`config.mk`:
```
export PLATFORM = sky130hd
export DESIGN_NAME = waveform_type_classifier
export DESIGN_NICKNAME = d
export VERILOG_FILES = /design/src/hw/rtl/wtc_pkg.sv /design/src/hw/rtl/waveform_type_classifier.sv /design/src/hw/rtl/wtc_front.sv /design/src/hw/rtl/wtc_root.sv /design/src/hw/rtl/wtc_back.sv
export SDC_FILE = /design/constraint.sdc
export NUM_CORES = 2
export LEC_CHECK = 0
export ABC_CLOCK_PERIOD_IN_PS = 17900
export BUFFER_PORTS_ARGS = -buffer_cell sky130_fd_sc_hd__buf_2
export CAP_MARGIN = 40
export CORE_ASPECT_RATIO = 1.4
export CORE_UTILIZATION = 45
export CTS_BUF_LIST = sky130_fd_sc_hd__clkbuf_8
export DETAILED_ROUTE_END_ITERATION = 10
export PLACE_DENSITY = 0.66
export SETUP_SLACK_MARGIN = 0.05
export SLEW_MARGIN = 0
export SYNTH_ARGS = -nofsm -noshare
export SYNTH_HDL_FRONTEND = slang
export SYNTH_SLANG_ARGS = --single-unit
export TNS_END_PERCENT = 20
```
`constraint.sdc`:
```
create_clock -name i_clk -period 17.9 [get_ports i_clk]
set_clock_uncertainty 0.05 [all_clocks]
set_input_delay 1.79 -clock i_clk [delete_from_list [all_inputs] [get_ports i_clk]]
set_output_delay 1.79 -clock i_clk [all_outputs]
set_load 0.005 [all_outputs]
```
`src/hw/rtl/wtc_pkg.sv`:
```
// Shared types and constants for the waveform type classifier.
// No dependencies; every other file imports this package.
package wtc_pkg;

    localparam int SAMPLE_BITS_DEF = 8;
    localparam int COUNT_BITS_DEF  = 16;

    localparam int CFG_IDX_W  = 3;
    localparam int CFG_DATA_W = 11;
    localparam int CENTI_W    = 15;
    localparam int PCT_W      = 7;
    localparam int DUTY_W     = 11;

    // Root of a 2*CENTI_W bit radicand: one result bit per step.
    localparam int ROOT_STEPS = CENTI_W;
    localparam int RAD_W      = 2 * CENTI_W;
    localparam int REM_W      = CENTI_W + 2;

    localparam int MIN_PERIODS = 3;
    localparam int RATIO_MUL   = 20;   // 2000 per mille scale over centi counts
    localparam int PCT_FULL    = 100;

    typedef enum logic [2:0] {
        WAVE_DC       = 3'd0,
        WAVE_NOISE    = 3'd1,
        WAVE_PULSE    = 3'd2,
        WAVE_SQUARE   = 3'd3,
        WAVE_SAW      = 3'd4,
        WAVE_SINE     = 3'd5,
        WAVE_TRIANGLE = 3'd6,
        WAVE_RSVD     = 3'd7
    } t_wave;

    typedef enum logic [CFG_IDX_W-1:0] {
        CFG_SWING_FLOOR  = 3'd0,
        CFG_REGULAR_MIN  = 3'd1,
        CFG_TWO_LEVEL    = 3'd2,
        CFG_DUTY_LOW     = 3'd3,
        CFG_DUTY_HIGH    = 3'd4,
        CFG_SQUARE_MIN   = 3'd5,
        CFG_SINE_MIN     = 3'd6,
        CFG_SAW_BALANCE  = 3'd7
    } t_cfg_idx;

    typedef struct packed {
        logic [7:0]  swing_floor;
        logic [6:0]  regular_pct_min;
        logic [6:0]  two_level_pct_min;
        logic [9:0]  duty_low_permille;
        logic [9:0]  duty_high_permille;
        logic [10:0] square_ratio_min;
        logic [10:0] sine_ratio_min;
        logic [6:0]  saw_balance_pct;
    } t_cfg;

    // Decision flags carried down the pipeline next to the root.
    typedef struct packed {
        logic  early;   // type settled before the ratio test
        logic  saw;     // slope balance says sawtooth
        t_wave etype;
    } t_flags;

    localparam int FLAGS_W = $bits(t_flags);

endpackage

```
`src/hw/rtl/waveform_type_classifier.sv`:
```
// Waveform type classifier top level: configuration registers and pipeline.
// Depends on wtc_pkg, wtc_front, wtc_root and wtc_back.
//
//   Channel   Handshake               Transfer when          Payload
//   input     i_valid / o_stall       i_valid && !o_stall    measurement record fields
//   output    o_valid / i_stall       o_valid && !i_stall    o_signal_type
//   config    i_cfg_we                i_cfg_we               i_cfg_idx, i_cfg_data
//
// One record per cycle sustained while i_stall is low, through 3 front stages,
// 15 root stages (one bit of the AC RMS square root each) and 2 back stages.
// Reset clears all stage valid bits and loads the threshold registers with
// their defaults. Each stage holds its item only while the next one is full and
// stalled, so bubbles close up; intake stalls only once all 20 stages hold items.
module waveform_type_classifier
    import wtc_pkg::*;
#(
    parameter int SAMPLE_BITS = SAMPLE_BITS_DEF,
    parameter int COUNT_BITS  = COUNT_BITS_DEF
) (
    input  logic                     i_clk,
    input  logic                     i_rst_n,
    // configuration
    input  logic                     i_cfg_we,
    input  logic [CFG_IDX_W-1:0]     i_cfg_idx,
    input  logic [CFG_DATA_W-1:0]    i_cfg_data,
    // measurement record
    input  logic                     i_valid,
    output logic                     o_stall,
    input  logic [SAMPLE_BITS-1:0]   i_top_level,
    input  logic [SAMPLE_BITS-1:0]   i_base_level,
    input  logic                     i_frequency_found,
    input  logic [COUNT_BITS-1:0]    i_period_count,
    input  logic [PCT_W-1:0]         i_regular_pct,
    input  logic [PCT_W-1:0]         i_two_level_pct,
    input  logic signed [DUTY_W-1:0] i_duty_permille,
    input  logic [CENTI_W-1:0]       i_rms_centi,
    input  logic [CENTI_W-1:0]       i_mean_centi,
    input  logic [COUNT_BITS-1:0]    i_rising_samples,
    input  logic [COUNT_BITS-1:0]    i_falling_samples,
    // result
    output logic                     o_valid,
    input  logic                     i_stall,
    output logic [2:0]               o_signal_type
);

    localparam int SIDE_W = SAMPLE_BITS + FLAGS_W;

    t_cfg r_cfg;

    // Registers keep only their own width; every index is a register.
    always_ff @(posedge i_clk) begin
        if (!i_rst_n) begin
            r_cfg <= '{swing_floor:        8'd6,
                       regular_pct_min:    7'd60,
                       two_level_pct_min:  7'd65,
                       duty_low_permille:  10'd400,
                       duty_high_permille: 10'd600,
                       square_ratio_min:   11'd850,
                       sine_ratio_min:     11'd640,
                       saw_balance_pct:    7'd75};
        end else if (i_cfg_we) begin
            unique case (t_cfg_idx'(i_cfg_idx))
                CFG_SWING_FLOOR: r_cfg.swing_floor        <= i_cfg_data[7:0];
                CFG_REGULAR_MIN: r_cfg.regular_pct_min    <= i_cfg_data[6:0];
                CFG_TWO_LEVEL:   r_cfg.two_level_pct_min  <= i_cfg_data[6:0];
                CFG_DUTY_LOW:    r_cfg.duty_low_permille  <= i_cfg_data[9:0];
                CFG_DUTY_HIGH:   r_cfg.duty_high_permille <= i_cfg_data[9:0];
                CFG_SQUARE_MIN:  r_cfg.square_ratio_min   <= i_cfg_data;
                CFG_SINE_MIN:    r_cfg.sine_ratio_min     <= i_cfg_data;
                CFG_SAW_BALANCE: r_cfg.saw_balance_pct    <= i_cfg_data[6:0];
                default: ;
            endcase
        end
    end

    logic                   fr_ready, fr_valid, rt_ready, rt_valid, bk_ready;
    logic [RAD_W-1:0]       fr_rad;
    logic [SAMPLE_BITS-1:0] fr_vpp, rt_vpp;
    t_flags                 fr_flags, rt_flags;
    logic [CENTI_W-1:0]     rt_ac;
    logic [SIDE_W-1:0]      rt_side;

    assign o_stall = !fr_ready;

    wtc_front #(
        .SAMPLE_BITS (SAMPLE_BITS),
        .COUNT_BITS  (COUNT_BITS)
    ) u_front (
        .i_clk             (i_clk),
        .i_rst_n           (i_rst_n),
        .i_cfg             (r_cfg),
        .i_valid           (i_valid),
        .o_ready           (fr_ready),
        .i_top_level       (i_top_level),
        .i_base_level      (i_base_level),
        .i_frequency_found (i_frequency_found),
        .i_period_count    (i_period_count),
        .i_regular_pct     (i_regular_pct),
        .i_two_level_pct   (i_two_level_pct),
        .i_duty_permille   (i_duty_permille),
        .i_rms_centi       (i_rms_centi),
        .i_mean_centi      (i_mean_centi),
        .i_rising_samples  (i_rising_samples),
        .i_falling_samples (i_falling_samples),
        .o_valid           (fr_valid),
        .i_ready           (rt_ready),
        .o_rad             (fr_rad),
        .o_vpp             (fr_vpp),
        .o_flags           (fr_flags)
    );

    // Carry swing and decision flags alongside the root.
    wtc_root #(
        .SIDE_W (SIDE_W)
    ) u_root (
        .i_clk   (i_clk),
        .i_rst_n (i_rst_n),
        .i_valid (fr_valid),
        .o_ready (rt_ready),
        .i_rad   (fr_rad),
        .i_side  ({fr_vpp, fr_flags}),
        .o_valid (rt_valid),
        .i_ready (bk_ready),
        .o_root  (rt_ac),
        .o_side  (rt_side)
    );

    assign rt_vpp   = rt_side[SIDE_W-1:FLAGS_W];
    assign rt_flags = t_flags'(rt_side[FLAGS_W-1:0]);

    wtc_back #(
        .SAMPLE_BITS (SAMPLE_BITS)
    ) u_back (
        .i_clk         (i_clk),
        .i_rst_n       (i_rst_n),
        .i_cfg         (r_cfg),
        .i_valid       (rt_valid),
        .o_ready       (bk_ready),
        .i_ac          (rt_ac),
        .i_vpp         (rt_vpp),
        .i_flags       (rt_flags),
        .o_valid       (o_valid),
        .i_stall       (i_stall),
        .o_signal_type (o_signal_type)
    );

endmodule

```
`src/hw/rtl/wtc_front.sv`:
```
// Front stages: swing, period, duty tests, squares and slope balance.
// Depends on wtc_pkg.
module wtc_front
    import wtc_pkg::*;
#(
    parameter int SAMPLE_BITS = SAMPLE_BITS_DEF,
    parameter int COUNT_BITS  = COUNT_BITS_DEF
) (
    input  logic                     i_clk,
    input  logic                     i_rst_n,
    input  t_cfg                     i_cfg,
    input  logic                     i_valid,
    output logic                     o_ready,
    input  logic [SAMPLE_BITS-1:0]   i_top_level,
    input  logic [SAMPLE_BITS-1:0]   i_base_level,
    input  logic                     i_frequency_found,
    input  logic [COUNT_BITS-1:0]    i_period_count,
    input  logic [PCT_W-1:0]         i_regular_pct,
    input  logic [PCT_W-1:0]         i_two_level_pct,
    input  logic signed [DUTY_W-1:0] i_duty_permille,
    input  logic [CENTI_W-1:0]       i_rms_centi,
    input  logic [CENTI_W-1:0]       i_mean_centi,
    input  logic [COUNT_BITS-1:0]    i_rising_samples,
    input  logic [COUNT_BITS-1:0]    i_falling_samples,
    output logic                     o_valid,
    input  logic                     i_ready,
    output logic [RAD_W-1:0]         o_rad,
    output logic [SAMPLE_BITS-1:0]   o_vpp,
    output t_flags                   o_flags
);

    localparam int MW = COUNT_BITS + 9;

    // stage 1
    logic                   r1_v;
    logic [SAMPLE_BITS-1:0] r1_vpp;
    t_flags                 r1_flags;
    logic [RAD_W-1:0]       r1_rms2, r1_mean2;
    logic [COUNT_BITS-1:0]  r1_up;
    logic [COUNT_BITS:0]    r1_moving;
    // stage 2
    logic                   r2_v;
    logic [SAMPLE_BITS-1:0] r2_vpp;
    t_flags                 r2_flags;
    logic [RAD_W-1:0]       r2_ac2;
    logic [MW-1:0]          r2_upx, r2_hi, r2_lo;
    logic                   r2_lo_en, r2_moving_nz;
    // stage 3
    logic                   r3_v;
    logic [SAMPLE_BITS-1:0] r3_vpp;
    t_flags                 r3_flags;
    logic [RAD_W-1:0]       r3_ac2;

    logic ld1, ld2, ld3;
    assign ld3     = !r3_v || i_ready;
    assign ld2     = !r2_v || ld3;
    assign ld1     = !r1_v || ld2;
    assign o_ready = ld1;

    logic signed [SAMPLE_BITS:0] n_vpp;
    logic   dc, irr, duty_hit;
    t_flags n_flags;

    always_comb begin
        n_vpp = $signed({1'b0, i_top_level}) - $signed({1'b0, i_base_level});
        dc    = n_vpp[SAMPLE_BITS]
             || (n_vpp[SAMPLE_BITS-1:0] < SAMPLE_BITS'(i_cfg.swing_floor));
        irr   = (i_period_count >= COUNT_BITS'(MIN_PERIODS))
             && (i_regular_pct < i_cfg.regular_pct_min);
        duty_hit = !i_duty_permille[DUTY_W-1]
             && ((i_duty_permille[9:0] < i_cfg.duty_low_permille)
              || (i_duty_permille[9:0] > i_cfg.duty_high_permille));
        n_flags = '{early: 1'b1, saw: 1'b0, etype: WAVE_DC};
        priority if (dc) begin
            n_flags.etype = WAVE_DC;
        end else if (!i_frequency_found) begin
            n_flags.etype = WAVE_NOISE;
        end else if (irr) begin
            n_flags.etype = (i_two_level_pct >= i_cfg.two_level_pct_min) ? WAVE_PULSE
                                                                          : WAVE_NOISE;
        end else if (duty_hit) begin
            n_flags.etype = WAVE_PULSE;
        end else begin
            n_flags.early = 1'b0;
        end
    end

    logic saw_hit;
    assign saw_hit = r2_moving_nz && ((r2_upx >= r2_hi) || (r2_lo_en && (r2_upx < r2_lo)));

    always_ff @(posedge i_clk) begin
        if (!i_rst_n) begin
            r1_v <= 1'b0;
            r2_v <= 1'b0;
            r3_v <= 1'b0;
        end else begin
            if (ld1) r1_v <= i_valid;
            if (ld2) r2_v <= r1_v;
            if (ld3) r3_v <= r2_v;
        end
        if (ld1) begin
            r1_vpp    <= n_vpp[SAMPLE_BITS-1:0];
            r1_flags  <= n_flags;
            r1_rms2   <= RAD_W'(i_rms_centi * i_rms_centi);
            r1_mean2  <= RAD_W'(i_mean_centi * i_mean_centi);
            r1_up     <= i_rising_samples;
            r1_moving <= {1'b0, i_rising_samples} + {1'b0, i_falling_samples};
        end
        if (ld2) begin
            r2_vpp       <= r1_vpp;
            r2_flags     <= r1_flags;
            // clamp a negative AC power to zero
            r2_ac2       <= (r1_rms2 > r1_mean2) ? r1_rms2 - r1_mean2 : '0;
            r2_upx       <= MW'(r1_up * 7'd100);
            r2_hi        <= MW'(({1'b0, i_cfg.saw_balance_pct} + 8'd1) * r1_moving);
            r2_lo        <= MW'((7'(PCT_FULL) - i_cfg.saw_balance_pct) * r1_moving);
            r2_lo_en     <= (i_cfg.saw_balance_pct <= 7'(PCT_FULL));
            r2_moving_nz <= (r1_moving != '0);
        end
        if (ld3) begin
            r3_vpp       <= r2_vpp;
            r3_flags     <= '{early: r2_flags.early, saw: saw_hit, etype: r2_flags.etype};
            r3_ac2       <= r2_ac2;
        end
    end

    assign o_valid = r3_v;
    assign o_rad   = r3_ac2;
    assign o_vpp   = r3_vpp;
    assign o_flags = r3_flags;

endmodule

```
`src/hw/rtl/wtc_root.sv`:
```
// Pipelined floor square root, one result bit per stage, side data alongside.
// Depends on wtc_pkg.
module wtc_root
    import wtc_pkg::*;
#(
    parameter int SIDE_W = 8
) (
    input  logic               i_clk,
    input  logic               i_rst_n,
    input  logic               i_valid,
    output logic               o_ready,
    input  logic [RAD_W-1:0]   i_rad,
    input  logic [SIDE_W-1:0]  i_side,
    output logic               o_valid,
    input  logic               i_ready,
    output logic [CENTI_W-1:0] o_root,
    output logic [SIDE_W-1:0]  o_side
);

    logic [ROOT_STEPS-1:0] r_v;
    logic [ROOT_STEPS:0]   rdy;
    logic [RAD_W-1:0]      r_rad  [ROOT_STEPS];
    logic [REM_W-1:0]      r_rem  [ROOT_STEPS];
    logic [CENTI_W-1:0]    r_root [ROOT_STEPS];
    logic [SIDE_W-1:0]     r_side [ROOT_STEPS];

    assign rdy[ROOT_STEPS] = i_ready;
    assign o_ready         = rdy[0];

    for (genvar k = 0; k < ROOT_STEPS; k++) begin : g_step
        logic               v_in;
        logic [RAD_W-1:0]   rad_in;
        logic [REM_W-1:0]   rem_in, n_rem, trial;
        logic [CENTI_W-1:0] root_in;
        logic [SIDE_W-1:0]  side_in;

        if (k == 0) begin : g_first
            assign v_in    = i_valid;
            assign rad_in  = i_rad;
            assign rem_in  = '0;
            assign root_in = '0;
            assign side_in = i_side;
        end else begin : g_next
            assign v_in    = r_v[k-1];
            assign rad_in  = r_rad[k-1];
            assign rem_in  = r_rem[k-1];
            assign root_in = r_root[k-1];
            assign side_in = r_side[k-1];
        end

        assign rdy[k] = !r_v[k] || rdy[k+1];
        assign n_rem  = {rem_in[REM_W-3:0], rad_in[RAD_W-1 -: 2]};
        assign trial  = {root_in, 2'b01};

        always_ff @(posedge i_clk) begin
            if (!i_rst_n) begin
                r_v[k] <= 1'b0;
            end else if (rdy[k]) begin
                r_v[k] <= v_in;
            end
            if (rdy[k]) begin
                r_rad[k]  <= {rad_in[RAD_W-3:0], 2'b00};
                r_side[k] <= side_in;
                if (n_rem >= trial) begin
                    r_rem[k]  <= n_rem - trial;
                    r_root[k] <= {root_in[CENTI_W-2:0], 1'b1};
                end else begin
                    r_rem[k]  <= n_rem;
                    r_root[k] <= {root_in[CENTI_W-2:0], 1'b0};
                end
            end
        end
    end

    assign o_valid = r_v[ROOT_STEPS-1];
    assign o_root  = r_root[ROOT_STEPS-1];
    assign o_side  = r_side[ROOT_STEPS-1];

endmodule

```
`src/hw/rtl/wtc_back.sv`:
```
// Back stages: ratio thresholds by cross-multiplication, final choice, output register.
// Depends on wtc_pkg.
module wtc_back
    import wtc_pkg::*;
#(
    parameter int SAMPLE_BITS = SAMPLE_BITS_DEF
) (
    input  logic                   i_clk,
    input  logic                   i_rst_n,
    input  t_cfg                   i_cfg,
    input  logic                   i_valid,
    output logic                   o_ready,
    input  logic [CENTI_W-1:0]     i_ac,
    input  logic [SAMPLE_BITS-1:0] i_vpp,
    input  t_flags                 i_flags,
    output logic                   o_valid,
    input  logic                   i_stall,
    output logic [2:0]             o_signal_type
);

    localparam int PW = (CENTI_W + 5 > SAMPLE_BITS + 12) ? CENTI_W + 5 : SAMPLE_BITS + 12;

    logic          r1_v, r2_v;
    t_flags        r1_flags;
    logic [PW-1:0] r1_ac20, r1_sq, r1_si;
    t_wave         r2_type, n_type;
    logic          ld1, ld2;

    assign ld2     = !r2_v || !i_stall;
    assign ld1     = !r1_v || ld2;
    assign o_ready = ld1;

    // ratio > S  <=>  20*ac >= (S+1)*vpp ; ratio >= T  <=>  20*ac >= T*vpp
    always_comb begin
        priority if (r1_flags.early) begin
            n_type = r1_flags.etype;
        end else if (r1_ac20 >= r1_sq) begin
            n_type = WAVE_SQUARE;
        end else if (r1_flags.saw) begin
            n_type = WAVE_SAW;
        end else if (r1_ac20 >= r1_si) begin
            n_type = WAVE_SINE;
        end else begin
            n_type = WAVE_TRIANGLE;
        end
    end

    always_ff @(posedge i_clk) begin
        if (!i_rst_n) begin
            r1_v <= 1'b0;
            r2_v <= 1'b0;
        end else begin
            if (ld1) r1_v <= i_valid;
            if (ld2) r2_v <= r1_v;
        end
        if (ld1) begin
            r1_flags <= i_flags;
            r1_ac20  <= PW'(i_ac * 5'(RATIO_MUL));
            r1_sq    <= PW'(({1'b0, i_cfg.square_ratio_min} + 12'd1) * i_vpp);
            r1_si    <= PW'(i_cfg.sine_ratio_min * i_vpp);
        end
        if (ld2) begin
            r2_type <= n_type;
        end
    end

    assign o_valid       = r2_v;
    assign o_signal_type = r2_type;

endmodule

```
## Yosys cells after proc, flatten, opt, wreduce, memory -nomap -nowiden

Memory sizes are Yosys's and may differ from the RTL's.
Cells that the tools add are included.
W data, S select, Z words.

| storage, ports and cells | value |
|---|---|
| register bits | 419 |
| memory bits (writable) | 1095 |
| output and inout bits | 5 |
| logic and storage cells | 376 |
| memories kept | 4 |

Memory list:

| memory | depth | bits a word | rd ports | clocked after Yosys merged registers in | wr ports | line | RTL |
|---|---|---|---|---|---|---|---|
| u_root.r_rad | 15 | 28 | 14 | 0 | 15 | wtc_root.sv:22 | `logic [RAD_W-1:0] r_rad [ROOT_STEPS];` |
| u_root.r_rem | 15 | 17 | 14 | 0 | 15 | wtc_root.sv:23 | `logic [REM_W-1:0] r_rem [ROOT_STEPS];` |
| u_root.r_root | 15 | 15 | 15 | 0 | 15 | wtc_root.sv:24 | `logic [CENTI_W-1:0] r_root [ROOT_STEPS];` |
| u_root.r_side | 15 | 13 | 15 | 0 | 15 | wtc_root.sv:25 | `logic [SIDE_W-1:0] r_side [ROOT_STEPS];` |

| operators by class | value |
|---|---|
| $add $sub $neg | 21 |
| multiply operators | 8 |
| magnitude comparators | 27 |
| equal/unequal tests | 7 |
| muxes and demuxes | 159 |
| bitwise operators | 31 |
| reductions and logical operators | 62 |

Operators by type and width:

| operator | count |
|---|---|
| $mux W17 | 15 |
| $ge A17 B17 Y1 | 14 |
| $sub A17 B17 Y17 | 14 |
| $mux W15 | 15 |
| $mux W1 | 122 |
| $mul A15 B15 Y30 | 2 |
| $mul A25 B17 Y25 | 2 |
| $gt A30 B30 Y1 | 1 |
| $or A1 B1 Y1 | 30 |
| $sub A30 B30 Y30 | 1 |
| $ge A23 B25 Y1 | 1 |
| $lt A23 B25 Y1 | 1 |
| $logic_not A1 Y1 | 23 |
| $logic_or A1 B1 Y1 | 23 |
| $mul A16 B5 Y21 const B | 1 |
| $ge A20 B19 Y1 | 1 |
| $ge A20 B20 Y1 | 1 |
| $mul A20 B8 Y20 | 1 |
| $mul A11 B8 Y19 | 1 |
| $mul A15 B3 Y18 const B | 1 |
| $add A16 B16 Y17 | 1 |
| $reduce_bool A17 Y1 | 1 |
| $ge A16 B2 Y1 const B | 1 |
| $reduce_and A2 Y1 | 8 |
| 22 further kinds | 34 |

## Longest topological paths before layout

| depth | value |
|---|---|
| depth in word-level cells | 22 |
| depth in mapped cells | 29 |

## Hierarchy

From an unflattened synthesis, not the netlist that was laid out.

| unflattened totals | value |
|---|---|
| cells, all modules | 6984 |
| area total of the unflattened synthesis | 78864.4 µm² |

Modules (own cells, without submodules):

| module | instances | cells an instance | area an instance (µm²) | seq. area each (µm²) |
|---|---|---|---|---|
| wtc_front | 1 | 3640 | 35587.9 | 7807.5 |
| wtc_root | 1 | 2050 | 30653.1 | 21911.0 |
| wtc_back | 1 | 1026 | 9838.2 | 1991.9 |
| waveform_type_classifier | 1 | 268 | 2785.2 | 1421.4 |

## Least setup slack after synthesis

OpenSTA, ideal clock, no wires.

| path | value |
|---|---|
| path type | input to output |
| start | in i_stall |
| end | out o_stall |
| arrival | 7585 ps |
| required time | 16060 ps |
| setup slack | 8475 ps |
| stages on the path | 12 |
| path buffers | 2 |
| cell sequence | and3_2 -> inv_2 -> nor4_4 -> and3_2 -> and2_4 -> and3_1 -> and2_1 -> buf_4 -> and3_1 -> clkbuf_1 -> nand4_1 -> inv_1 |

| on the way | value |
|---|---|
| cells in the longest elaborated chain, start to end | 22 |

Ends and longest elaborated chain:

| what | line | RTL |
|---|---|---|
| start, declared | waveform_type_classifier.sv:42 | `input logic i_stall,` |
| $logic_not A1 Y1 | wtc_back.sv:29 | `assign ld2 = !r2_v \|\| !i_stall;` |
| $logic_or A1 B1 Y1 | wtc_back.sv:29 |  |
| $logic_or A1 B1 Y1 | wtc_back.sv:30 | `assign ld1 = !r1_v \|\| ld2;` |
| via bk_ready | waveform_type_classifier.sv:76 | `logic fr_ready, fr_valid, rt_ready, rt_valid, bk_ready;` |
| $logic_or A1 B1 Y1 (15 in series) | wtc_root.sv:51 | `assign rdy[k] = !r_v[k] \|\| rdy[k+1];` |
| $logic_or A1 B1 Y1 | wtc_front.sv:55 | `assign ld3 = !r3_v \|\| i_ready;` |
| $logic_or A1 B1 Y1 | wtc_front.sv:56 | `assign ld2 = !r2_v \|\| ld3;` |
| $logic_or A1 B1 Y1 | wtc_front.sv:57 | `assign ld1 = !r1_v \|\| ld2;` |
| $logic_not A1 Y1 | waveform_type_classifier.sv:83 | `assign o_stall = !fr_ready;` |
| end, declared | waveform_type_classifier.sv:28 | `output logic o_stall,` |

The timed path passes the listed nets, and every way through them passes these cells.

## Worst setup path after layout

| path | value |
|---|---|
| start | reg r_cfg[0] in the netlist's numbering |
| end | reg u_front.r2_lo[24], data pin |

| on the way | value |
|---|---|
| cells in the longest elaborated chain, start to end | 2 |

Ends and longest elaborated chain:

| what | line | RTL |
|---|---|---|
| start, declared | waveform_type_classifier.sv:48 | `t_cfg r_cfg;` |
| start signal, assigned | waveform_type_classifier.sv:53 | `r_cfg <= '{swing_floor: 8'd6,` |
| $sub A7 B7 Y8 | wtc_front.sv:116 | `r2_lo <= MW'((7'(PCT_FULL) - i_cfg.saw_balance_pct) * r1_moving);` |
| $mul A25 B17 Y25 | wtc_front.sv:116 |  |
| end signal, assigned | wtc_front.sv:116 |  |
| end, declared | wtc_front.sv:46 | `logic [MW-1:0] r2_upx, r2_hi, r2_lo;` |

Every way passes these cells.
A chain may end at the register's enable or synchronous reset.

==> qor.txt <==
outcome: finished clean
pin count of the biggest net entering global routing: 73
RSZ-0062 raised after global routing: false
Post-Place Setup Slack: 9.32 ns
MaxCap Viol Count: 0
Peak supply drop: 170 uV
Synth Flop Type: edfxtp_1
first-pass GRT wire length: 251000 um
Layout Cell Area excl Fill: 84900 um2
detailed-router iteration count before antenna repair: 6
Area contributors post-synth: edfxtp_1, fa_1, ha_1
Placed Cells: 9173
Crit Path Max Fanout: 31
synthesized instance count: 6845
Crit path top cell by count: fa_1
initial core utilization: 45.3%
HP Class: flip-flop to flip-flop
Worst Slack Setup Final: 9.84 ns
Critical Path Source Type: flip-flop
Port Buffers: 143
CP required: 18.46 ns
Post-synth top cells: inv_1, edfxtp_1, ha_1
part of the cycle the worst path needs: 45.1%
DRC errors left: 0
fin nets: 8619
critical-path cell with the highest stage delay: fa_1
Hold Fails Final Rpt: 0
global placer's final weighted congestion: 0.878
vias in the first global route: 51500
CTS Sinks: 1118
non-filler cells, final: 9504
dpl hpwl: 120000 um
CTS resizes: 0
vias per cell: 5.07
FP Rows: 180
core area: 172000 um2
Met1 Wirelength: 58700 um
Slew HR: 41.1%
WHS: 0.330 ns
FFs w/ async S/R, synth: 0%
Avg Cell Area, Syn: 11.3 um2
setup bufs post-CTS: 0
overall routing resource usage: 17.8%
initial DRC count: 2183
Post-Syn Area: 77700 um2
area grow syn2layout: 9.26%
clk_lat worst skew: 0.89 ns
DIE HEIGHT: 494 um
final count of negative-setup-slack endpoints: 0
root buffer cell: clkbuf_8
remaining global-route overflow: 0
Post-synth EDFFs: 1026
top-count cell post-synth: inv_1
post-synth top area share: 39.7%
drt total wl: 151000 um
DR vias: 48200
share of cells above drive strength 1: 7.04%
Final Max Slew Viols: 0
wire length per cell: 15.9 um
Lkg Pwr: 39.0 nW
post-detailed-route count of antenna-violating nets: 0
Final min period: 8.06 ns
register bit total from synthesis: 1118
Least-Margin Pin Slew: 0.877 ns
CTS buffer count: 176
Clk pin slew, worst setup/hold paths: 0.06 ns
Post-DP Area: 81300 um2
uppermost layer routed: met5
Core Util, Final: 49.5%
warning count from the yosys run: 0
Fmax achieved: 124 MHz
Critical Path End Type: flip-flop
CTS max path bufs: 3
H-tree depth: 4
initial antenna violation count: 3
post-route setup TNS: 0 ns
largest area contributor in the netlist: edfxtp_1
CTS tree: built
met3 WL: 5440 um
PD cells: 175 nW/um2
I/O Pins: 144
Hold Buf Count CTS: 0
WP data arrival: 8.63 ns
WL met2: 81400 um
Die Footprint: 174000 um2
Seq/Total Area, Yosys: 42.0%
Synth cell types: 82
net count after synthesis: 8386
largest stage delay on the critical path: 0.56 ns
die width: 353 um
Tot Pwr: 14.9 mW
WS Path Type: flip-flop to flip-flop
# fillers: 15200
[logic make-up (layout without fill, tap and decap cells)]
family	after synthesis	count (layout)	share of synthesized area (%)
AO/OA/AOI/OAI	898	898	7.44
XOR/XNOR	360	360	4.06
flip-flops	1118	1118	42.0
multiplexers	30	30	0.428
adder cells (fa/ha/maj)	1404	1404	28.9
buffers and inverters	1332	1714	6.47
AND/OR/NAND/NOR	1703	1703	10.7
other	0	2	0
[where the power goes]
| part | switching (mW) | internal, mW | leakage, nW |
|---|---|---|---|
| Sequential | 0.377 | 4.21 | 11.7 |
| Combinational | 4.60 | 3.57 | 25.4 |
| Clock | 1.01 | 1.11 | 1.99 |
[worst paths after layout]
kind                                                      from                        endpoint  slack [ns]  cells past startpoint
worst max-delay path                     r_cfg[0]$_SDFFE_PN1P_     u_front.r2_lo[24]$_DFFE_PP_        9.84                     29
worst min-delay path            u_root.r_side[0][18]$_DFFE_PP_  u_root.r_side[0][31]$_DFFE_PP_        0.33                      0
worst max register to register           r_cfg[0]$_SDFFE_PN1P_     u_front.r2_lo[24]$_DFFE_PP_        9.84                     29
worst min register to register  u_root.r_side[0][18]$_DFFE_PP_  u_root.r_side[0][31]$_DFFE_PP_        0.33                      0
[worst max-delay path: cells and delay by family (launching register included)]
kind | cells | cell delay [ns]
and+or+nand+nor | 4 | 0.48
AOI/OAI and AO/OA | 7 | 1.82
DFF | 1 | 0.33
adders and majority gates | 8 | 3.69
buffers and inverters | 8 | 1.19
xor gates and xnor gates | 2 | 0.24
[metal layers]
layer,track usage (%),vias to the layer above
met5,0,-
met4,7.12,2
met3,2.34,338
met2,34.0,927
met1,19.8,23700
li1,-,23300
[layout by cell type, fill, tap and decap left out, types with 119 or more instances in the layout]
master / netlist / routed
nor2_1: 273 / 273
and2_1: 302 / 302
o21ai_0: 180 / 180
clkbuf_8: 0 / 181
xnor2_1: 241 / 241
buf_2: 2 / 144
inv_1: 1176 / 1226
xor2_1: 119 / 119
a21oi_1: 248 / 248
fa_1: 649 / 649
ha_1: 753 / 753
edfxtp_1: 1026 / 1026
a21o_1: 121 / 121
nand2_1: 628 / 623
[area by class of cell]
| type | instances | area, um2 | share of cell area (%) |
|---|---|---|---|
| diodes | 2 | 5.00 | 0.00590 |
| clock inverters | 146 | 1010 | 1.19 |
| inverters | 1178 | 4420 | 5.21 |
| repair buffers | 209 | 1430 | 1.68 |
| multi-input cells | 4395 | 40000 | 47.2 |
| clock buffers | 181 | 2490 | 2.94 |
| well taps | 2275 | 2850 | 3.35 |
| flip-flops and latches | 1118 | 32700 | 38.5 |
[flip-flops by register name, indices dropped and copies added (netlist names), 8 cells and up]
name,count
u_front.o_vpp,8
u_root.r_rad,210
u_back.r1_sq,20
u_root.g_step.v_in,14
u_front.r2_vpp,8
u_front.r1_rms2,29
u_front.r2_hi,25
u_front.r1_mean2,29
u_front.r2_ac2,30
u_front.r2_upx,21
u_root.r_side,180
u_front.r2_lo,25
u_root.r_root,120
u_front.r1_up,16
u_front.o_rad,30
u_root.r_rem,195
u_back.r1_ac20,18
u_front.r1_vpp,8
u_back.r1_si,19
u_front.r1_moving,17
r_cfg,71
No activity file was read; power rests on OpenSTA's default activity.
